File: src/rtl/sha256_pkg.sv
package sha256_pkg;

  localparam int unsigned WordW  = 32;
  localparam int unsigned CountW = 61;
  localparam int unsigned LenW   = 64;

  typedef logic [WordW-1:0] word_t;
  // Working variables and hash words: index 0 is a (H0), index 7 is h (H7).
  typedef logic [7:0][WordW-1:0] vars_t;
  // Message schedule window: index 15 holds the oldest word W[t].
  typedef logic [15:0][WordW-1:0] sched_t;

  localparam logic [CountW-1:0] CountMax = '1;
  localparam logic [7:0]        PadByte  = 8'h80;
  localparam logic [5:0]        LenPos   = 6'd56;

  localparam vars_t InitHash = {
    32'h5be0cd19, 32'h1f83d9ab, 32'h9b05688c, 32'h510e527f,
    32'ha54ff53a, 32'h3c6ef372, 32'hbb67ae85, 32'h6a09e667
  };

  function automatic word_t ror(input word_t x, input int unsigned n);
    return (x >> n) | (x << (WordW - n));
  endfunction

  function automatic word_t round_k(input logic [5:0] t);
    word_t k;
    unique case (t)
      6'd0:  k = 32'h428a2f98;  6'd1:  k = 32'h71374491;
      6'd2:  k = 32'hb5c0fbcf;  6'd3:  k = 32'he9b5dba5;
      6'd4:  k = 32'h3956c25b;  6'd5:  k = 32'h59f111f1;
      6'd6:  k = 32'h923f82a4;  6'd7:  k = 32'hab1c5ed5;
      6'd8:  k = 32'hd807aa98;  6'd9:  k = 32'h12835b01;
      6'd10: k = 32'h243185be;  6'd11: k = 32'h550c7dc3;
      6'd12: k = 32'h72be5d74;  6'd13: k = 32'h80deb1fe;
      6'd14: k = 32'h9bdc06a7;  6'd15: k = 32'hc19bf174;
      6'd16: k = 32'he49b69c1;  6'd17: k = 32'hefbe4786;
      6'd18: k = 32'h0fc19dc6;  6'd19: k = 32'h240ca1cc;
      6'd20: k = 32'h2de92c6f;  6'd21: k = 32'h4a7484aa;
      6'd22: k = 32'h5cb0a9dc;  6'd23: k = 32'h76f988da;
      6'd24: k = 32'h983e5152;  6'd25: k = 32'ha831c66d;
      6'd26: k = 32'hb00327c8;  6'd27: k = 32'hbf597fc7;
      6'd28: k = 32'hc6e00bf3;  6'd29: k = 32'hd5a79147;
      6'd30: k = 32'h06ca6351;  6'd31: k = 32'h14292967;
      6'd32: k = 32'h27b70a85;  6'd33: k = 32'h2e1b2138;
      6'd34: k = 32'h4d2c6dfc;  6'd35: k = 32'h53380d13;
      6'd36: k = 32'h650a7354;  6'd37: k = 32'h766a0abb;
      6'd38: k = 32'h81c2c92e;  6'd39: k = 32'h92722c85;
      6'd40: k = 32'ha2bfe8a1;  6'd41: k = 32'ha81a664b;
      6'd42: k = 32'hc24b8b70;  6'd43: k = 32'hc76c51a3;
      6'd44: k = 32'hd192e819;  6'd45: k = 32'hd6990624;
      6'd46: k = 32'hf40e3585;  6'd47: k = 32'h106aa070;
      6'd48: k = 32'h19a4c116;  6'd49: k = 32'h1e376c08;
      6'd50: k = 32'h2748774c;  6'd51: k = 32'h34b0bcb5;
      6'd52: k = 32'h391c0cb3;  6'd53: k = 32'h4ed8aa4a;
      6'd54: k = 32'h5b9cca4f;  6'd55: k = 32'h682e6ff3;
      6'd56: k = 32'h748f82ee;  6'd57: k = 32'h78a5636f;
      6'd58: k = 32'h84c87814;  6'd59: k = 32'h8cc70208;
      6'd60: k = 32'h90befffa;  6'd61: k = 32'ha4506ceb;
      6'd62: k = 32'hbef9a3f7;  6'd63: k = 32'hc67178f2;
      default: k = '0;
    endcase
    return k;
  endfunction

endpackage

File: src/rtl/sha256_if.sv
interface sha256_in_if;
  logic       valid;
  logic       ready;
  logic [7:0] message_byte;
  logic       byte_present;
  logic       is_last;

  modport source (output valid, output message_byte, output byte_present, output is_last,
                  input ready);
  modport sink (input valid, input message_byte, input byte_present, input is_last,
                output ready);
endinterface

interface sha256_out_if;
  logic        valid;
  logic        ready;
  logic [31:0] digest_word;
  logic [2:0]  word_index;
  logic        last_word;
  logic        status;

  modport source (output valid, output digest_word, output word_index, output last_word,
                  output status, input ready);
  modport sink (input valid, input digest_word, input word_index, input last_word,
                input status, output ready);
endinterface

File: src/rtl/sha256_round.sv
module sha256_round import sha256_pkg::*; (
  input  vars_t  vars_i,
  input  sched_t win_i,
  input  word_t  k_i,
  output vars_t  vars_o,
  output word_t  w_new_o
);

  word_t a, b, c, d, e, f, g, h;
  word_t wt, w1, w9, w14;
  word_t sig0, sig1, bsig0, bsig1, ch, maj, t1, t2;

  always_comb begin
    a = vars_i[0]; b = vars_i[1]; c = vars_i[2]; d = vars_i[3];
    e = vars_i[4]; f = vars_i[5]; g = vars_i[6]; h = vars_i[7];
    wt  = win_i[15];
    w1  = win_i[14];
    w9  = win_i[6];
    w14 = win_i[1];

    // The window always extends by one word, so it holds W[t+1..t+16] next round.
    sig0    = ror(w1, 7) ^ ror(w1, 18) ^ (w1 >> 3);
    sig1    = ror(w14, 17) ^ ror(w14, 19) ^ (w14 >> 10);
    w_new_o = wt + sig0 + w9 + sig1;

    bsig1 = ror(e, 6) ^ ror(e, 11) ^ ror(e, 25);
    bsig0 = ror(a, 2) ^ ror(a, 13) ^ ror(a, 22);
    ch    = (e & f) ^ (~e & g);
    maj   = (a & b) ^ (a & c) ^ (b & c);
    t1    = h + bsig1 + ch + k_i + wt;
    t2    = bsig0 + maj;

    vars_o[0] = t1 + t2;
    vars_o[1] = a;
    vars_o[2] = b;
    vars_o[3] = c;
    vars_o[4] = d + t1;
    vars_o[5] = e;
    vars_o[6] = f;
    vars_o[7] = g;
  end

endmodule

File: src/rtl/sha256_stream_hasher.sv
// Channel  Direction  Transaction carries
// in_i     sink       message_byte, byte_present, is_last
// out_o    source     digest_word, word_index, last_word, status
//
// A message byte is taken while in_i is ready; every 64th starts a compression
// (load, 64 rounds through the single round unit, hash update) before in_i is
// ready again. Unless overflowed, a last item adds up to 72 padding bytes, one
// per cycle, one compression per padding block, then eight output transactions.
// Reset is asynchronous, active low, and loads the initial hash values.
// A stalled output holds its word; no input is taken until all eight are sent.
module sha256_stream_hasher import sha256_pkg::*; (
  input logic         clk_i,
  input logic         rst_ni,
  sha256_in_if.sink   in_i,
  sha256_out_if.source out_o
);

  typedef enum logic [2:0] {
    S_IDLE, S_LOAD, S_ROUND, S_FINAL, S_PAD, S_OUT
  } state_e;

  state_e              state_q, state_d;
  logic [CountW-1:0]   count_q, count_d;
  logic                ovf_q, ovf_d;
  logic [5:0]          pos_q, pos_d;
  logic [5:0]          t_q, t_d;
  logic [2:0]          idx_q, idx_d;
  logic                last_pend_q, last_pend_d;
  logic                sent80_q, sent80_d;
  logic                len_blk_q, len_blk_d;
  logic                fin_blk_q, fin_blk_d;
  logic [LenW-1:0]     len_q, len_d;
  vars_t               hash_q, hash_d;
  vars_t               vars_q, vars_d;
  logic [511:0]        win_q, win_d;

  vars_t               round_vars;
  word_t               new_w;
  logic                in_fire, out_fire, push, count_full;
  logic [7:0]          push_byte;

  sha256_round u_round (
    .vars_i  (vars_q),
    .win_i   (win_q),
    .k_i     (round_k(t_q)),
    .vars_o  (round_vars),
    .w_new_o (new_w)
  );

  assign in_i.ready = (state_q == S_IDLE);
  assign in_fire    = in_i.valid && in_i.ready;
  assign out_fire   = out_o.valid && out_o.ready;
  assign count_full = (count_q == CountMax);

  assign out_o.valid       = (state_q == S_OUT);
  assign out_o.digest_word = ovf_q ? '0 : hash_q[idx_q];
  assign out_o.word_index  = idx_q;
  assign out_o.last_word   = (idx_q == 3'd7);
  assign out_o.status      = ovf_q;

  always_comb begin
    state_d     = state_q;
    count_d     = count_q;
    ovf_d       = ovf_q;
    pos_d       = pos_q;
    t_d         = t_q;
    idx_d       = idx_q;
    last_pend_d = last_pend_q;
    sent80_d    = sent80_q;
    len_blk_d   = len_blk_q;
    fin_blk_d   = fin_blk_q;
    len_d       = len_q;
    hash_d      = hash_q;
    vars_d      = vars_q;
    win_d       = win_q;
    push        = 1'b0;
    push_byte   = '0;

    unique case (state_q)
      S_IDLE: begin
        if (in_fire) begin
          if (in_i.byte_present) begin
            if (count_full) begin
              ovf_d = 1'b1;
            end else begin
              push      = 1'b1;
              push_byte = in_i.message_byte;
              count_d   = count_q + 1'b1;
            end
          end
          if (push && (pos_q == 6'd63)) begin
            last_pend_d = in_i.is_last;
            state_d     = S_LOAD;
          end else if (in_i.is_last) begin
            state_d = ovf_d ? S_OUT : S_PAD;
          end
        end
      end
      S_LOAD: begin
        vars_d  = hash_q;
        t_d     = '0;
        state_d = S_ROUND;
      end
      S_ROUND: begin
        vars_d = round_vars;
        win_d  = {win_q[479:0], new_w};
        t_d    = t_q + 1'b1;
        if (t_q == 6'd63) begin
          state_d = S_FINAL;
        end
      end
      S_FINAL: begin
        for (int j = 0; j < 8; j++) begin
          hash_d[j] = hash_q[j] + vars_q[j];
        end
        if (fin_blk_q) begin
          state_d = S_OUT;
        end else if (last_pend_q) begin
          state_d = S_PAD;
        end else begin
          state_d = S_IDLE;
        end
      end
      S_PAD: begin
        push        = 1'b1;
        last_pend_d = 1'b1;
        if (!sent80_q) begin
          push_byte = PadByte;
          sent80_d  = 1'b1;
          len_blk_d = (pos_q < LenPos);
          len_d     = {count_q, 3'b000};
        end else if (len_blk_q && (pos_q >= LenPos)) begin
          push_byte = len_q[LenW-1 -: 8];
          len_d     = {len_q[LenW-9:0], 8'h00};
        end
        if (pos_q == 6'd63) begin
          state_d = S_LOAD;
          // The length goes into the block after the one that took the pad byte late.
          if (len_blk_q && sent80_q) begin
            fin_blk_d = 1'b1;
          end else begin
            len_blk_d = 1'b1;
          end
        end
      end
      S_OUT: begin
        if (out_fire) begin
          idx_d = idx_q + 1'b1;
          if (idx_q == 3'd7) begin
            hash_d      = InitHash;
            count_d     = '0;
            ovf_d       = 1'b0;
            pos_d       = '0;
            last_pend_d = 1'b0;
            sent80_d    = 1'b0;
            len_blk_d   = 1'b0;
            fin_blk_d   = 1'b0;
            state_d     = S_IDLE;
          end
        end
      end
      default: state_d = S_IDLE;
    endcase

    if (push) begin
      win_d = {win_q[503:0], push_byte};
      pos_d = pos_q + 1'b1;
    end
  end

  always_ff @(posedge clk_i or negedge rst_ni) begin
    if (!rst_ni) begin
      state_q     <= S_IDLE;
      count_q     <= '0;
      ovf_q       <= 1'b0;
      pos_q       <= '0;
      t_q         <= '0;
      idx_q       <= '0;
      last_pend_q <= 1'b0;
      sent80_q    <= 1'b0;
      len_blk_q   <= 1'b0;
      fin_blk_q   <= 1'b0;
      hash_q      <= InitHash;
    end else begin
      state_q     <= state_d;
      count_q     <= count_d;
      ovf_q       <= ovf_d;
      pos_q       <= pos_d;
      t_q         <= t_d;
      idx_q       <= idx_d;
      last_pend_q <= last_pend_d;
      sent80_q    <= sent80_d;
      len_blk_q   <= len_blk_d;
      fin_blk_q   <= fin_blk_d;
      hash_q      <= hash_d;
    end
  end

  always_ff @(posedge clk_i) begin
    vars_q <= vars_d;
    win_q  <= win_d;
    len_q  <= len_d;
  end

  a_no_overlap: assert property (@(posedge clk_i) disable iff (!rst_ni)
    !(in_i.ready && out_o.valid))
    else $error("input taken while a digest is being sent");

  a_restart: assert property (@(posedge clk_i) disable iff (!rst_ni)
    (out_o.valid && out_o.ready && out_o.last_word) |=> (in_i.ready && (pos_q == 6'd0)))
    else $error("block did not restart after the final digest word");

  a_rounds_end: assert property (@(posedge clk_i) disable iff (!rst_ni)
    (state_q == S_ROUND && t_q == 6'd63) |=> (state_q == S_FINAL))
    else $error("compression did not end after 64 rounds");

  a_ovf_zero: assert property (@(posedge clk_i) disable iff (!rst_ni)
    (out_o.valid && out_o.status) |-> (out_o.digest_word == 32'd0))
    else $error("overflowed message reported a nonzero digest word");

endmodule

File: src/flat_wrapper.sv
// flat-port wrapper written by rule: the top's interface ports become plain ports
module sha256_stream_hasher_flat import sha256_pkg::*;
  (clk_i, rst_ni, in_i_valid, in_i_message_byte, in_i_byte_present, in_i_is_last, in_i_ready, out_o_valid, out_o_digest_word, out_o_word_index, out_o_last_word, out_o_status, out_o_ready);
  sha256_in_if in_i_i ();
  sha256_out_if out_o_i ();
  input logic clk_i;
  input logic rst_ni;
  input wire logic [$bits(in_i_i.valid)-1:0] in_i_valid;
  input wire logic [$bits(in_i_i.message_byte)-1:0] in_i_message_byte;
  input wire logic [$bits(in_i_i.byte_present)-1:0] in_i_byte_present;
  input wire logic [$bits(in_i_i.is_last)-1:0] in_i_is_last;
  output wire logic [$bits(in_i_i.ready)-1:0] in_i_ready;
  output wire logic [$bits(out_o_i.valid)-1:0] out_o_valid;
  output wire logic [$bits(out_o_i.digest_word)-1:0] out_o_digest_word;
  output wire logic [$bits(out_o_i.word_index)-1:0] out_o_word_index;
  output wire logic [$bits(out_o_i.last_word)-1:0] out_o_last_word;
  output wire logic [$bits(out_o_i.status)-1:0] out_o_status;
  input wire logic [$bits(out_o_i.ready)-1:0] out_o_ready;
  assign in_i_i.valid = in_i_valid;
  assign in_i_i.message_byte = in_i_message_byte;
  assign in_i_i.byte_present = in_i_byte_present;
  assign in_i_i.is_last = in_i_is_last;
  assign in_i_ready = in_i_i.ready;
  assign out_o_valid = out_o_i.valid;
  assign out_o_digest_word = out_o_i.digest_word;
  assign out_o_word_index = out_o_i.word_index;
  assign out_o_last_word = out_o_i.last_word;
  assign out_o_status = out_o_i.status;
  assign out_o_i.ready = out_o_ready;
  sha256_stream_hasher u_core (.clk_i(clk_i), .rst_ni(rst_ni), .in_i(in_i_i), .out_o(out_o_i));
endmodule
File: config.mk
export PLATFORM = sky130hd
export DESIGN_NAME = sha256_stream_hasher_flat
export DESIGN_NICKNAME = d
export VERILOG_FILES = /design/src/rtl/sha256_pkg.sv /design/src/rtl/sha256_if.sv /design/src/rtl/sha256_round.sv /design/src/rtl/sha256_stream_hasher.sv /design/src/flat_wrapper.sv
export SDC_FILE = /design/constraint.sdc
export NUM_CORES = 2
export LEC_CHECK = 0
export ABC_CLOCK_PERIOD_IN_PS = 13190
export BUFFER_PORTS_ARGS = -buffer_cell sky130_fd_sc_hd__buf_2
export CORE_ASPECT_RATIO = 1.75
export CORE_MARGIN = 3
export CORE_UTILIZATION = 25
export DETAILED_ROUTE_END_ITERATION = 10
export GPL_TIMING_DRIVEN = 0
export HOLD_SLACK_MARGIN = 0.15
export SYNTH_ARGS = -nofsm -noshare
export SYNTH_HDL_FRONTEND = slang
export SYNTH_SLANG_ARGS = --single-unit
File: constraint.sdc
create_clock -name clk_i -period 13.19 [get_ports clk_i]
set_clock_uncertainty 0.2 [all_clocks]
set_input_delay 1.319 -clock clk_i [delete_from_list [all_inputs] [get_ports clk_i]]
set_output_delay 1.319 -clock clk_i [all_outputs]
set_load 0.005 [all_outputs]
==> results.md <==
- Clock latency on the worst-skew pair: 0.81 ns
- Global-route wire length before repair: 462,000 um
- 1st-iter DRT viols: 5,103
- Final ANT Viol Nets: 0
- Final setup viols: 0
- Arr. time, crit path: 13.20 ns
- Top post-synthesis cells by area: edfxtp_1, nand2_1, dfrtp_1
- Failing checks: capacitance limit, slew limit
- RSZ-0062 raised after global routing: no
- Required time of the worst setup path: ~13 ns
- EDFF count, synth: 829
- Via count: 64,200
- Core area: 310,000 um2
- Worst-Margin Slew: 1.57 ns
- Post-Route WL: 329,000 um
- Multi-input logic area: ~42,000 um2
- H-tree depth: 3
- CP max-delay cell: clkinv_1
- IO Port Bufs: 52
- Most common cell after layout, fill and taps aside: nand2_1
- Max FO, Critical Path: 13
- Die W: 428 um
- Clock transition time at the flip-flop clock pins of the worst setup and hold paths: 0.09 ns
- DR WL/cell: 25.8 um
- Largest net degree at the start of global routing: 118
- Hold Path Class: primary input to asynchronous set/reset pin
- Post-CTS Hold Fix Bufs: 0
- Synthesized area per cell: 9.32 um2
- Most frequent cells in the layout: nand2_1, edfxtp_1, o21ai_0, a21oi_1, ha_1
- Status: finished, violations left
- Die Span Y: 745 um
- Number of synthesized register bits: between 1,000 and 1,500
- Fin Setup TNS: 0 ns
- Worst setup margin: 0.250 ns
- Storage cell area: 33,600 um2
- Yosys top cell by area: edfxtp_1
- CTS sink count: approximately 1,200
- Post_cts resized: 0
- Total iterations of the first detailed-routing run: 7
- Via density: 5.03
- Hpwl dp: ~260,000 um
- Die area: 319,000 um2
- Fill count: approximately 33,000
- Fin crit share: 98.1%
- # rows: 270
- Max-slew violation count: 33
- Initial core utilization: 25.2%
- Drt drc: 0
- Post-CTS Setup Bufs: 0
- I/O pin cnt: 53
- Minimum clock period: approximately 13 ns
- Syn Std Cell Area: 78,100 um2
- Crit-path max cell delay: 0.81 ns
- Max frequency: 77.3 MHz
- CTS max path bufs: 3
- Gr usage total: between 10% and 20%
- Most frequent CP cell: a21oi_1
- Total grt overflow: 0
- Synth Flop Type: edfxtp_1
- Mapped Cells: about 8,400
- Root Buffer: clkbuf_16
- WS Path Type: flip-flop to flip-flop
- Syn Nets: 8,989
- Slew headroom: -4.35%
- Pre-CTS WS: 0.597 ns
- Critical path launch point type: flip-flop
- MaxCap Viol Count: 4
- Layout net count: 9,179
- Ys async rst share: 29.1%
- YS warnings: 0
- CTS tree: built
- Initial antenna violation count: 9
- Final hold viol count: 0
- Routability congestion estimate: about 1.1
- Sequential-to-total area share from yosys stat: a little over two fifths
- P&R area growth vs syn: 12.8%
- Yosys top cell area share: 31.9%
- Setup crit end kind: flip-flop
- TritonCTS buffer count: 118
- Layout cells sized above 1: 8.03%
- Synth cell types: 96
- Number of global-route vias before repair: 66,500
[kinds of logic (layout without fill, tap and decap cells)]
family,after synthesis,count (layout),share of synthesized area [%]
AND/OR/NAND/NOR,3458,3458,18.5
other,0,4,0
buffers and inverters,740,1034,3.70
XOR/XNOR,606,606,6.80
AO/OA/AOI/OAI,1598,1598,12.6
multiplexers,194,194,3.75
flip-flops,1169,1169,43.0
adder cells (fa/ha/maj),618,618,11.7
[registers in the layout, summed over array words and instances, names as in the netlist, 6 cells and up]
signal	count
u_core.hash_q	256
u_core.pos_q	6
u_core.t_q	6
u_core.len_q	61
u_core.win_q	512
u_core.count_q	61
u_core.vars_q	256
[Yosys cell counts, types with 18 or more instances]
cell / instances
a211oi_1: 49
a21boi_0: 18
a21o_1: 154
a21oi_1: 471
a311oi_1: 23
a31oi_1: 56
and2_1: 20
and3_1: 50
buf_1: 50
buf_2: 69
clkbuf_1: 352
dfrtp_1: 204
dfstp_2: 136
edfxtp_1: 829
fa_1: 195
ha_1: 397
inv_1: 265
maj3_1: 26
mux2_2: 77
mux2i_1: 46
mux4_2: 71
nand2_1: 2417
nand2b_1: 69
nand3_1: 145
nand4_1: 25
nor2_1: 395
nor2b_1: 54
nor3_1: 120
o211ai_1: 30
o21a_1: 61
o21ai_0: 480
o21bai_1: 49
o31ai_1: 36
or2_2: 25
or3_1: 49
xnor2_1: 387
xor2_1: 219
[metal layers]
metal / vias up / part of all wire, % / GRT usage, %
met5: - / 0.0079 / 0
met4: 4 / 13 / 21.8
met3: 1226 / 5.1 / 3.10
met2: 2473 / 51 / 36.4
met1: 31200 / 31 / 17.6
li1: 29400 / - / -
[area by class of cell]
type | count | area share, %
antenna | 4 | 0.0114
buffer | 474 | 2.16
sequential | 1169 | 38.1
clock buffer | 153 | 3.65
timing repair buffer | 70 | 0.760
clock inverter | 71 | 1.05
multi-input combinational | 6474 | 47.3
inverter | 266 | 1.14
tap | 4080 | 5.79
[stage by stage]
step	hold slack [ns]	utilization, %	instances	cell area (um2)
6_report	0.265	28.4	12800	88100
5_1_grt	0.277	28.4	12800	88100
3_3_place_gp	0.266	26.9	12500	83500
4_1_cts	0.250	28.4	12800	88000
2_1_floorplan	0.240	-	8383	78100
3_5_place_dp	0.285	27.1	12500	83900
[worst max-delay path: cells and delay by family, from the launching register on]
kind | cells | cell delay [ns]
compound gates | 13 | 4.61
xor+xnor | 2 | 0.66
fa+ha+maj | 6 | 2.91
flops | 1 | 0.57
buf+inv | 5 | 2.21
simple gates | 8 | 1.47
[path summary, 6_finish.rpt]
check,start,endpoint,slack (ns),cells after the start
setup / recovery,u_core.t_q[1]$_DFFE_PN0P_,u_core.vars_q[158]$_DFFE_PP_,0.25,34
hold / removal,rst_ni,u_core.count_q[55]$_DFFE_PN0P_,0.26,1
setup reg to reg,u_core.t_q[1]$_DFFE_PN0P_,u_core.vars_q[158]$_DFFE_PP_,0.25,34
hold reg to reg,u_core.win_q[280]$_DFFE_PP_,u_core.win_q[288]$_DFFE_PP_,0.28,2
max in group asynchronous,rst_ni,u_core.t_q[1]$_DFFE_PN0P_,10.85,3
min in group clk_i,u_core.win_q[280]$_DFFE_PP_,u_core.win_q[288]$_DFFE_PP_,0.28,2
Power is left out: the tool's default activity adds up to more than one toggle a clock period on the data nets, which glitch-free logic cannot reach.
